==> config.mk <==
export PLATFORM = sky130hd
export DESIGN_NAME = encoder_direction_segment_accumulator
export DESIGN_NICKNAME = d
export VERILOG_FILES = /design/src/sv/edsa_pkg.sv /design/src/sv/edsa_emitter.sv /design/src/sv/encoder_direction_segment_accumulator.sv
export VERILOG_INCLUDE_DIRS = /design/src /design/src/sv
export SDC_FILE = /design/constraint.sdc
export NUM_CORES = 1
export LEC_CHECK = 0
export BUFFER_PORTS_ARGS = -buffer_cell sky130_fd_sc_hd__clkbuf_2
export CAP_MARGIN = 10
export CORE_MARGIN = 2
export CORE_UTILIZATION = 31
export CTS_CLUSTER_DIAMETER = 100
export DETAILED_ROUTE_END_ITERATION = 7
export PLACE_DENSITY_LB_ADDON = 0.08
export SLEW_MARGIN = 10
export SYNTH_ARGS = -nofsm -noshare
export SYNTH_HDL_FRONTEND = slang
export SYNTH_SLANG_ARGS = --single-unit
==> constraint.sdc <==
create_clock -name clock -period 9.2 [get_ports clock]
set_input_delay 0 -clock clock [delete_from_list [all_inputs] [get_ports clock]]
set_output_delay 0 -clock clock [all_outputs]
set_load 0.02 [all_outputs]
==> src/sv/assert_macros.svh <==
// assertion macros shared by the encoder segment accumulator rtl
// no dependencies; included by the modules that carry assertions
`ifndef ASSERT_MACROS_SVH
`define ASSERT_MACROS_SVH

// clocked property, disabled while reset is high
`define ASSERT_AT(lbl, clk, rst, prop, msg) \
   lbl: assert property (@(posedge clk) disable iff (rst) (prop)) else $error(msg);

// antecedent in one cycle implies consequent in the next
`define ASSERT_NEXT(lbl, clk, rst, ante, cons, msg) \
   `ASSERT_AT(lbl, clk, rst, (ante) |=> (cons), msg)

`endif

==> src/sv/edsa_pkg.sv <==
// types and constants for the encoder direction segment accumulator
// no dependencies; used by edsa_emitter and the top level
package edsa_pkg;

   localparam int COUNT_W = 16;
   localparam int SUM_W   = 16;

   typedef enum logic [2:0] {
      ACT_EDGE_CAP = 3'd0,
      ACT_SW_CAP   = 3'd1,
      ACT_EDGE_OVF = 3'd2,
      ACT_SW_OVF   = 3'd3,
      ACT_READ     = 3'd4,
      ACT_START    = 3'd5
   } action_type;

   typedef enum logic [1:0] {
      DIR_INVALID  = 2'd0,
      DIR_FORWARD  = 2'd1,
      DIR_BACKWARD = 2'd2
   } dir_type;

   typedef enum logic [2:0] {
      ST_OKAY    = 3'd0,
      ST_BUF_OVF = 3'd1,
      ST_CAP_OVF = 3'd2,
      ST_SW_OVF  = 3'd3,
      ST_OTHER   = 3'd4
   } status_type;

   // read request handed from the tracker to the emitter
   typedef struct packed {
      logic       valid;
      logic       error;
      logic [1:0] elems;
      status_type status;
   } load_type;

endpackage

==> src/sv/edsa_emitter.sv <==
// read result emitter: holds a snapshot of the segment sums and sends one per transfer
// depends on edsa_pkg and assert_macros.svh
`include "assert_macros.svh"

module edsa_emitter
   import edsa_pkg::*;
#(
   parameter int SEGMENTS = 2
) (
   input  logic               clock,
   input  logic               reset,
   input  load_type           load,
   input  logic [SUM_W-1:0]   sums [SEGMENTS],
   output logic               idle,
   output logic               rsp_valid,
   input  logic               rsp_ready,
   output logic               rsp_slot_number,
   output logic signed [SUM_W-1:0] rsp_segment_sum,
   output logic [1:0]         rsp_element_count,
   output logic [2:0]         rsp_read_status,
   output logic               rsp_last_of_read
);

   localparam int CNT_W = $clog2(SEGMENTS + 1);

   logic [CNT_W-1:0] remaining_ff, remaining_in;
   logic [CNT_W-1:0] idx_ff, idx_in;
   logic [SUM_W-1:0] snap_ff [SEGMENTS];
   logic [SUM_W-1:0] snap_in [SEGMENTS];
   logic [1:0]       elems_ff, elems_in;
   status_type       status_ff, status_in;
   logic             xfer;

   assign xfer = rsp_valid && rsp_ready;
   assign idle = (remaining_ff == '0) || ((remaining_ff == CNT_W'(1)) && rsp_ready);

   always_comb begin
      remaining_in = remaining_ff;
      idx_in       = idx_ff;
      elems_in     = elems_ff;
      status_in    = status_ff;
      for (int i = 0; i < SEGMENTS; i++) begin
         snap_in[i] = snap_ff[i];
      end
      if (load.valid) begin
         idx_in = '0;
         if (load.error) begin
            remaining_in = CNT_W'(1);
            snap_in[0]   = '0;
            elems_in     = 2'd0;
            status_in    = ST_OTHER;
         end else begin
            remaining_in = CNT_W'(SEGMENTS);
            elems_in     = load.elems;
            status_in    = load.status;
            for (int i = 0; i < SEGMENTS; i++) begin
               snap_in[i] = sums[i];
            end
         end
      end else if (xfer) begin
         remaining_in = remaining_ff - CNT_W'(1);
         idx_in       = idx_ff + CNT_W'(1);
         // shift line: the head always carries the next result
         for (int i = 0; i < SEGMENTS - 1; i++) begin
            snap_in[i] = snap_ff[i + 1];
         end
      end
   end

   always_ff @(posedge clock) begin
      if (reset) begin
         remaining_ff <= '0;
         idx_ff       <= '0;
      end else begin
         remaining_ff <= remaining_in;
         idx_ff       <= idx_in;
      end
      elems_ff  <= elems_in;
      status_ff <= status_in;
      for (int i = 0; i < SEGMENTS; i++) begin
         snap_ff[i] <= snap_in[i];
      end
   end

   assign rsp_valid         = (remaining_ff != '0);
   assign rsp_slot_number   = idx_ff[0];
   assign rsp_segment_sum   = snap_ff[0];
   assign rsp_element_count = elems_ff;
   assign rsp_read_status   = status_ff;
   assign rsp_last_of_read  = (remaining_ff == CNT_W'(1));

   `ASSERT_AT(a_load_when_free, clock, reset, load.valid |-> idle, "read loaded while results pending")
   `ASSERT_NEXT(a_full_read_len, clock, reset, load.valid && !load.error, remaining_ff == CNT_W'(SEGMENTS), "read did not queue every slot")
   `ASSERT_NEXT(a_last_ends, clock, reset, xfer && rsp_last_of_read && !load.valid, !rsp_valid, "result after last of read")

endmodule

==> src/sv/encoder_direction_segment_accumulator.sv <==
// encoder direction segment accumulator, top level: capture tracking and segment sums
// depends on edsa_pkg, edsa_emitter and assert_macros.svh
//
// usage:
//   req channel (valid/ready) carries one action per transfer: direction-edge capture,
//   software capture, the two capture-overflow events, read and start.
//   captures add the wrapped 16-bit count delta into the open segment, signed by
//   direction; each direction change opens the next of SEGMENTS slots, and a change
//   with every slot used flags buffer overflow.
//   rsp channel (valid/ready) carries the results of a read: SEGMENTS transfers, one
//   per slot, last_of_read on the final one; a read with capacity below SEGMENTS gives
//   a single other-error transfer instead.
// timing:
//   every action updates the state at its transfer edge; a read's first result is
//   valid the cycle after its transfer.
//   non-read actions are taken every cycle, also while read results are waiting.
//   a read holds the result side until its last result has left, so a following read
//   is taken no sooner than when the last result of the previous one leaves; the
//   snapshot register of the emitter sets this limit.
// reset: clears the captures, direction, slots and status; no results pending.
// stall: while rsp_ready is low the results hold, non-read actions keep flowing and
//   a read waits at req_ready low.
`include "assert_macros.svh"

module encoder_direction_segment_accumulator
   import edsa_pkg::*;
#(
   parameter int SEGMENTS = 2
) (
   input  logic                    clock,
   input  logic                    reset,
   input  logic                    req_valid,
   output logic                    req_ready,
   input  logic [2:0]              req_action,
   input  logic [COUNT_W-1:0]      req_captured_count,
   input  logic                    req_direction_pin,
   input  logic [15:0]             req_capacity,
   output logic                    rsp_valid,
   input  logic                    rsp_ready,
   output logic                    rsp_slot_number,
   output logic signed [SUM_W-1:0] rsp_segment_sum,
   output logic [1:0]              rsp_element_count,
   output logic [2:0]              rsp_read_status,
   output logic                    rsp_last_of_read
);

   localparam int CNT_W = $clog2(SEGMENTS + 1);
   localparam int EXT_W = (CNT_W < 2) ? 2 : CNT_W;

   // tracking state
   logic [COUNT_W-1:0] prev_cap_ff, prev_cap_in;
   dir_type            prev_dir_ff, prev_dir_in;
   logic [CNT_W-1:0]   slot_ff, slot_in;
   logic [SUM_W-1:0]   sums_ff [SEGMENTS];
   logic [SUM_W-1:0]   sums_in [SEGMENTS];
   status_type         status_ff, status_in;

   action_type         action;
   dir_type            dir;
   logic               same_seg;
   logic               have_slot;
   logic [CNT_W-1:0]   slot_sel;
   logic [SUM_W-1:0]   cur_sum;
   logic [SUM_W-1:0]   new_sum;
   logic [COUNT_W-1:0] delta;
   logic [EXT_W-1:0]   slot_ext;
   logic               emit_idle;
   logic               req_xfer;
   load_type           load;

   assign action    = action_type'(req_action);
   assign req_ready = (action != ACT_READ) || emit_idle;
   assign req_xfer  = req_valid && req_ready;

   // pin sense is reversed between edge and software captures
   assign dir = (action == ACT_EDGE_CAP) ? (req_direction_pin ? DIR_FORWARD : DIR_BACKWARD)
                                         : (req_direction_pin ? DIR_BACKWARD : DIR_FORWARD);

   // first sample after clear stays in slot 0
   assign same_seg = (dir == prev_dir_ff) ||
                     ((slot_ff == '0) && (prev_dir_ff == DIR_INVALID));

   always_comb begin
      if (same_seg) begin
         slot_sel  = slot_ff;
         have_slot = (slot_ff < CNT_W'(SEGMENTS));
      end else begin
         // slot index saturates at SEGMENTS
         slot_sel  = (slot_ff < CNT_W'(SEGMENTS)) ? slot_ff + CNT_W'(1) : slot_ff;
         have_slot = (slot_sel < CNT_W'(SEGMENTS));
      end
   end

   assign delta = req_captured_count - prev_cap_ff;

   always_comb begin
      cur_sum = '0;
      for (int i = 0; i < SEGMENTS; i++) begin
         if (slot_sel == CNT_W'(i)) begin
            cur_sum = sums_ff[i];
         end
      end
   end

   assign new_sum = (dir == DIR_FORWARD) ? cur_sum + delta : cur_sum - delta;

   assign slot_ext = EXT_W'(slot_ff);

   always_comb begin
      prev_cap_in = prev_cap_ff;
      prev_dir_in = prev_dir_ff;
      slot_in     = slot_ff;
      status_in   = status_ff;
      for (int i = 0; i < SEGMENTS; i++) begin
         sums_in[i] = sums_ff[i];
      end
      load        = '0;
      load.status = status_ff;
      load.elems  = (slot_ff == '0) ? 2'd1 : slot_ext[1:0];
      if (req_xfer) begin
         case (action)
            ACT_EDGE_CAP, ACT_SW_CAP: begin
               slot_in     = slot_sel;
               prev_cap_in = req_captured_count;
               prev_dir_in = dir;
               if (!same_seg && !have_slot) begin
                  status_in = ST_BUF_OVF;
               end
               for (int i = 0; i < SEGMENTS; i++) begin
                  if (have_slot && (slot_sel == CNT_W'(i))) begin
                     sums_in[i] = new_sum;
                  end
               end
            end
            ACT_EDGE_OVF: begin
               status_in = ST_CAP_OVF;
            end
            ACT_SW_OVF: begin
               status_in = ST_SW_OVF;
            end
            ACT_READ: begin
               load.valid = 1'b1;
               status_in  = ST_OKAY;
               if (req_capacity < 16'(SEGMENTS)) begin
                  // too small a buffer: slots are kept
                  load.error = 1'b1;
               end else begin
                  slot_in = '0;
                  for (int i = 0; i < SEGMENTS; i++) begin
                     sums_in[i] = '0;
                  end
               end
            end
            ACT_START: begin
               prev_cap_in = '0;
               prev_dir_in = DIR_INVALID;
               slot_in     = '0;
               for (int i = 0; i < SEGMENTS; i++) begin
                  sums_in[i] = '0;
               end
            end
            default: begin
               // unused action codes do nothing
            end
         endcase
      end
   end

   always_ff @(posedge clock) begin
      if (reset) begin
         prev_cap_ff <= '0;
         prev_dir_ff <= DIR_INVALID;
         slot_ff     <= '0;
         status_ff   <= ST_OKAY;
         for (int i = 0; i < SEGMENTS; i++) begin
            sums_ff[i] <= '0;
         end
      end else begin
         prev_cap_ff <= prev_cap_in;
         prev_dir_ff <= prev_dir_in;
         slot_ff     <= slot_in;
         status_ff   <= status_in;
         for (int i = 0; i < SEGMENTS; i++) begin
            sums_ff[i] <= sums_in[i];
         end
      end
   end

   // snapshot and result side
   edsa_emitter #(
      .SEGMENTS (SEGMENTS)
   ) u_emitter (
      .clock             (clock),
      .reset             (reset),
      .load              (load),
      .sums              (sums_ff),
      .idle              (emit_idle),
      .rsp_valid         (rsp_valid),
      .rsp_ready         (rsp_ready),
      .rsp_slot_number   (rsp_slot_number),
      .rsp_segment_sum   (rsp_segment_sum),
      .rsp_element_count (rsp_element_count),
      .rsp_read_status   (rsp_read_status),
      .rsp_last_of_read  (rsp_last_of_read)
   );

   `ASSERT_AT(a_slot_range, clock, reset, slot_ff <= CNT_W'(SEGMENTS), "slot index beyond segment count")
   `ASSERT_NEXT(a_read_clears, clock, reset, req_xfer && (action == ACT_READ) && !load.error, (slot_ff == '0) && (status_ff == ST_OKAY), "read left slots or status")
   `ASSERT_NEXT(a_read_emits, clock, reset, req_xfer && (action == ACT_READ), rsp_valid, "read gave no result")

endmodule
* After elaboration in Yosys (flattened, before gate mapping)
Memories as Yosys holds them, arrays and structs flattened.
Index checks and enable logic that the tools add are counted.
** Storage, ports and cells
- Register bits :: 64
- Memory bits (writable) :: 32
- Input bits :: 40
- Logic and storage cells :: 96
- Memories :: 1
** Cells by class
- Add/subtract/negate cells :: 6
- $lt $le $gt $ge :: 3
- Eq/ne operators :: 14
- Multiplexer cells :: 31
- Reductions and logical operators :: 30
** Memory list
- u_emitter.snap_ff :: depth 2, width 16, read ports 2, clocked after memory_dff 0, wr ports 2, line edsa_emitter.sv:28 : logic [SUM_W-1:0] snap_ff [SEGMENTS];
** Operators by type and width (count)
- $mux W16 :: 10
- $pmux W32 S3 :: 1
- $mux W32 :: 1
- $pmux W16 S2 :: 1
- $sub A16 B16 Y16 :: 2
- $mux W2 :: 11
- $add A16 B16 Y16 :: 1
- $lt A16 B2 Y1 const B :: 1
- $pmux W3 S4 :: 1
- $logic_not A2 Y1 :: 4
- $ne A2 B2 Y1 const B :: 4
- $reduce_and A4 Y1 :: 2
- $logic_and A1 B1 Y1 :: 7
- $eq A2 B1 Y1 const B :: 3
- $eq A3 B2 Y1 const B :: 2
- $eq A3 B3 Y1 const B :: 2
- $pmux W2 S3 :: 1
- $reduce_and A3 Y1 :: 2
- $reduce_bool A2 Y1 :: 3
- $reduce_or A2 Y1 :: 3
- $add A2 B1 Y2 const B :: 2
- $lt A2 B2 Y1 const B :: 2
- $pmux W2 S2 :: 1
- $reduce_bool A4 Y1 :: 1
- other kinds (11) :: 16

* Longest topological paths before layout
- Word-level depth :: 12
- Mapped depth :: 22
- Gate-level depth less buffers :: 22

* By module
Synthesis repeated with hierarchy kept, for this count alone.
** Second synthesis, totals
- Cells, all modules :: 622
- Area total of the unflattened synthesis :: 5723.0 µm²
** Modules (own cells, without submodules)
- encoder_direction_segment_accumulator :: times used 1, cells an instance 523, area each 4085.2 µm²
- edsa_emitter :: times used 1, cells an instance 99, area each 1637.8 µm²

* Worst setup path before layout
No wires, ideal clock.
- Kind :: reg-to-reg
- Start point :: register slot_ff[1] (netlist: slot_ext[1])
- End point :: register sums_ff[30] (netlist name)
- Library setup time :: 70 ps
- Data arrival time :: 4274 ps
- Path slack :: 4855 ps
- Stages on the path, launching flop included :: 20
- Path through :: dfxtp_1 -> inv_1 -> ha_1 -> nor2b_1 -> mux2_1 -> a2111o_1 -> buf_6 -> clkbuf_1 -> a22o_1 -> fa_1 -> a21o_1 -> a21oi_1 -> o21bai_1 -> a2111oi_0 -> o31ai_1 -> a21oi_1 -> o21ai_0 -> xor2_1 -> nand3_1 -> a21oi_1
** On the way
- Cells in the longest elaborated chain, start to end :: 11
** RTL lines
- start, declared :: line encoder_direction_segment_accumulator.sv:53 : logic [CNT_W-1:0] slot_ff, slot_in;
- start signal, assigned :: line encoder_direction_segment_accumulator.sv:181 : slot_ff <= slot_in;
- parallel branches: the longest is 11 deep, another holds $sub A16 B16 Y16
- end signal, assigned by index :: line encoder_direction_segment_accumulator.sv:184 : sums_ff[i] <= sums_in[i];
- end, declared :: line encoder_direction_segment_accumulator.sv:54 : logic [SUM_W-1:0] sums_ff [SEGMENTS];
Parallel ways; which one is timed is not known. The select of a mux whose other input is x is not followed.
A chain may end at the register's enable or synchronous reset.

* Worst setup path in the final report
Same ends and word-level chain as after synthesis.

==> summary.md <==
| Metric | Value |
|---|---|
| WL/cell | 15.1 microns |
| Min-Delay Path Depth | 3 |
| Reg2reg start | slot_ext[1] |
| Postcts setup bufs | 0 |
| Clk_lat worst skew | 0.35 ns |
| Max VDD drop | 0.0974 mV |
| Vias in the first global route | 4,535 |
| GRT Max-Usage Layer | met2 |
| Starting density of the core | 31.8% |
| Fmax | 0.190 GHz |
| Place WS | 3.90 ns |
| Crit. End Element | flop |
| Post-synth EDFFs | 37 |
| Initial antenna violation count | 0 |
| Die H | 140 microns |
| Tmin final | 5.26 ns |
| Simple logic cell fraction of the synthesized area | 16.7% |
| Synthesis Warnings | 0 |
| RSZ-0062 raised after global routing | no |
| Router iterations before antenna repair | 8 |
| Syn nets | 729 |
| Final-stage net count | 778 |
| Post-Route WL | 14,000 microns |
| Required @ worst endpoint | 9.47 ns |
| Cell with the most instances after synthesis | nand2_1 |
| Tightest Pin Transition | 0.992 ns |
| Flop-to-flop setup slack | 3.94 ns |
| GR met3 Demand/Resource | 2.63% |
| Min-delay src | req_action[1] |
| Fillers | 1,826 |
| Setup TNS Final | 0 ns |
| DRT antenna net count | 0 |
| Clk buf depth | 2 |
| Met2 usage | 24.2% |
| Static Leak | 2.55 nW |
| FF/Latch Area | 2250 sq um |
| Total track usage | 14.9% |
| Post-synth top area share | 19.9% |
| Crit-path cells | inv_1 > ha_1 > nor2b_1 > mux2_1 > a2111o_1 > a22o_1 > ha_1 > fa_1 > a21o_1 > a21oi_1 > o21bai_1 > a2111oi_0 > o31ai_1 > a21oi_1 > o21ai_0 > xor2_1 > nand3_1 > a21oi_1 |
| Vias per Instance | 5.02 |
| Unique masters post-synth | 59 |
| Share of cells above drive strength 1 | 12.9% |
| Setup Viol. Count Final | 0 |
| Core Area | 18,100 sq um |
| Reg2reg path depth | 18 |
| Setup ws final | 3.94 ns |
| CTS Hold Bufs | 16 |
| XOR/XNOR share of the synthesized area | 6.25% |
| Ports | 65 |
| H-tree depth | 3 |
| Largest cells by area after synthesis | dfxtp_1 20%, edfxtp_1 19%, ha_1 8.1% |
| Post-synth top area cell | dfxtp_1 |
| Failing checks | design-rule violations |
| Buf+Inv Stages, Crit Path | 1 |
| Largest family of logic cells by synthesized area | compound AO/OA/AOI/OAI gates |
| Worst EP arrival | 5.53 ns |
| First-pass GRT wire length | 23,300 microns |
| Primary FF master, synth | dfxtp_1 |
| Crit share post-route | 57.2% |
| GR met1 Demand/Resource | 20.4% |
| Pins Over Slew Limit | 0 |
| DIE AREA | 19,600 sq um |
| Synth cell count leaders | 67 x nand2_1, 65 x nor2_1, 59 x a21oi_1, 57 x dfxtp_1 |
| Remaining global-route overflow | 0 |
| Register clock-pin slew on the reported worst setup and hold paths | 0.07 ns |
| Critical Path Fanout Max | 18 |
| Final hold violation count | 0 |
| Final setup skew | 0.00734 ns |
| Layout area overhead | 14.6% |
| Post-DP HPWL | 9770 microns |
| CTS Sinks | 94 |
| Worst Setup Path Type | flop to flop |
| Initial DRC Count | 231 |
| Adder-Cell Fraction of Synth Area | 8.75% |
| Mean Syn Cell Area | 8.84 sq um |
| Cell mode on critical path | a21oi_1 |
| CP startpoint | slot_ext[1] |
| Largest net degree at the start of global routing | 60 |
| Max cap viols | 0 |
| Gpl congestion | 0.863 |
| Mapped Cells | 650 |
| Synthesized flop and latch total | 94 |
| Min-delay worst type | input pin to flop |
| Crit path largest cell delay | 0.77 ns |
| Type of origin of the critical path | flop |
| Max_slew headroom | 33.9% |
| Ys async rst share | 0% |
| Synth Area in Compound Gates | 21.8% |
| Synth Cell Area | 5750 sq um |
| Detailed-route DRC error count | 2 |
| Multi-input gate area | 3110 sq um |
| CTS-repair resized insts | 0 |
| CTS tree | done |
| Rows | 49 |
| Slowest stage cell, crit path | a2111o_1 |
| CP Depth | 18 |
| # diodes | 0 |
| Pwr per Cell Area | 172 nW/um^2 |
| Vias | 4,686 |
| Total CTS buffers | 9 |
| CP top delay family | compound AO/OA/AOI/OAI gates |
| Die X-Extent | 140 microns |
| Mux share of post-synthesis cell area | 0.544% |
| Root Driver | clkbuf_16 |
| Sequential fraction of the synthesis area | 39.2% |
| IO Port Bufs | 63 |
| Outcome | finished with violations |
==> worst reg2reg max path: cells and delay by family (launching register included) <==
family / cells / cell delay [ns]
AOI/OAI and AO/OA: 10 / 3.01
adders and majority gates: 3 / 1.02
DFF: 1 / 0.40
muxes: 1 / 0.28
and+or+nand+nor: 2 / 0.18
xor gates and xnor gates: 1 / 0.18
buffers and inverters: 1 / 0.12
==> per-layer routing <==
layer | share of wire, % | routed length, microns
met5 | 0 | 0
met4 | 1.3 | 176
met3 | 4.0 | 562
met2 | 45 | 6320
met1 | 50 | 6980
==> per-stage QoR <==
stage                     hold slack (ns)  util (%)  total power, mW  instances  area [sq um]
after floorplan                     0.102         -            0.709        650          5750
after global placement              0.271      33.9            0.773        901          6140
after detailed placement            0.281      33.9            0.777        901          6140
after CTS                          0.0407      36.4             1.15        933          6590
after global routing                0.105      36.4             1.21        933          6590
final                              0.0562      36.4             1.14        933          6590
==> registers in the layout, indices dropped and copies added, names as in the netlist, 3 cells and up <==
| register | count |
|---|---|
| u_emitter.snap_ff | 32 |
| sums_ff | 32 |
| prev_cap_ff | 16 |
| u_emitter.rsp_read_status | 3 |
==> final cells by class <==
cell class,count,area share [%]
multi-input cells,474,47.2
flip-flops and latches,94,34.2
repair buffers,84,7.79
well taps,229,4.35
clock buffers,10,3.48
inverters,36,2.05
clock inverters,6,0.893
==> power breakdown <==
group,switching (mW),internal [mW]
clock network,0.175,0.188
logic,0.181,0.120
registers,0.0136,0.457
total,0.369,0.766
==> placed cells by master (no fill, tap or decap), types with 14 or more instances in the layout <==
cell / n
nand2_1: 67
nor2_1: 64
clkbuf_2: 63
a21oi_1: 59
dfxtp_1: 57
ha_1: 37
edfxtp_1: 37
inv_1: 36
a22o_1: 31
xnor2_1: 26
o21ai_0: 25
a22oi_1: 19
nand3_1: 16
dlygate4sd3_1: 16
xor2_1: 15
nor3_1: 14
==> cell families after synthesis <==
logic type | count (synthesis)
buffers and inverters | 82
xor gates and xnor gates | 41
AOI/OAI and AO/OA | 184
and+or+nand+nor | 207
muxes | 3
DFF | 94
adders and majority gates | 39
==> path summary, 6_finish.rpt <==
path                                                  to
worst max-delay path                         sums_ff[30]
worst min-delay path                        status_ff[1]
worst max register to register               sums_ff[30]
worst min register to register  u_emitter.snap_ff[0][26]
Note: power is estimated with default switching activity, not from simulation.
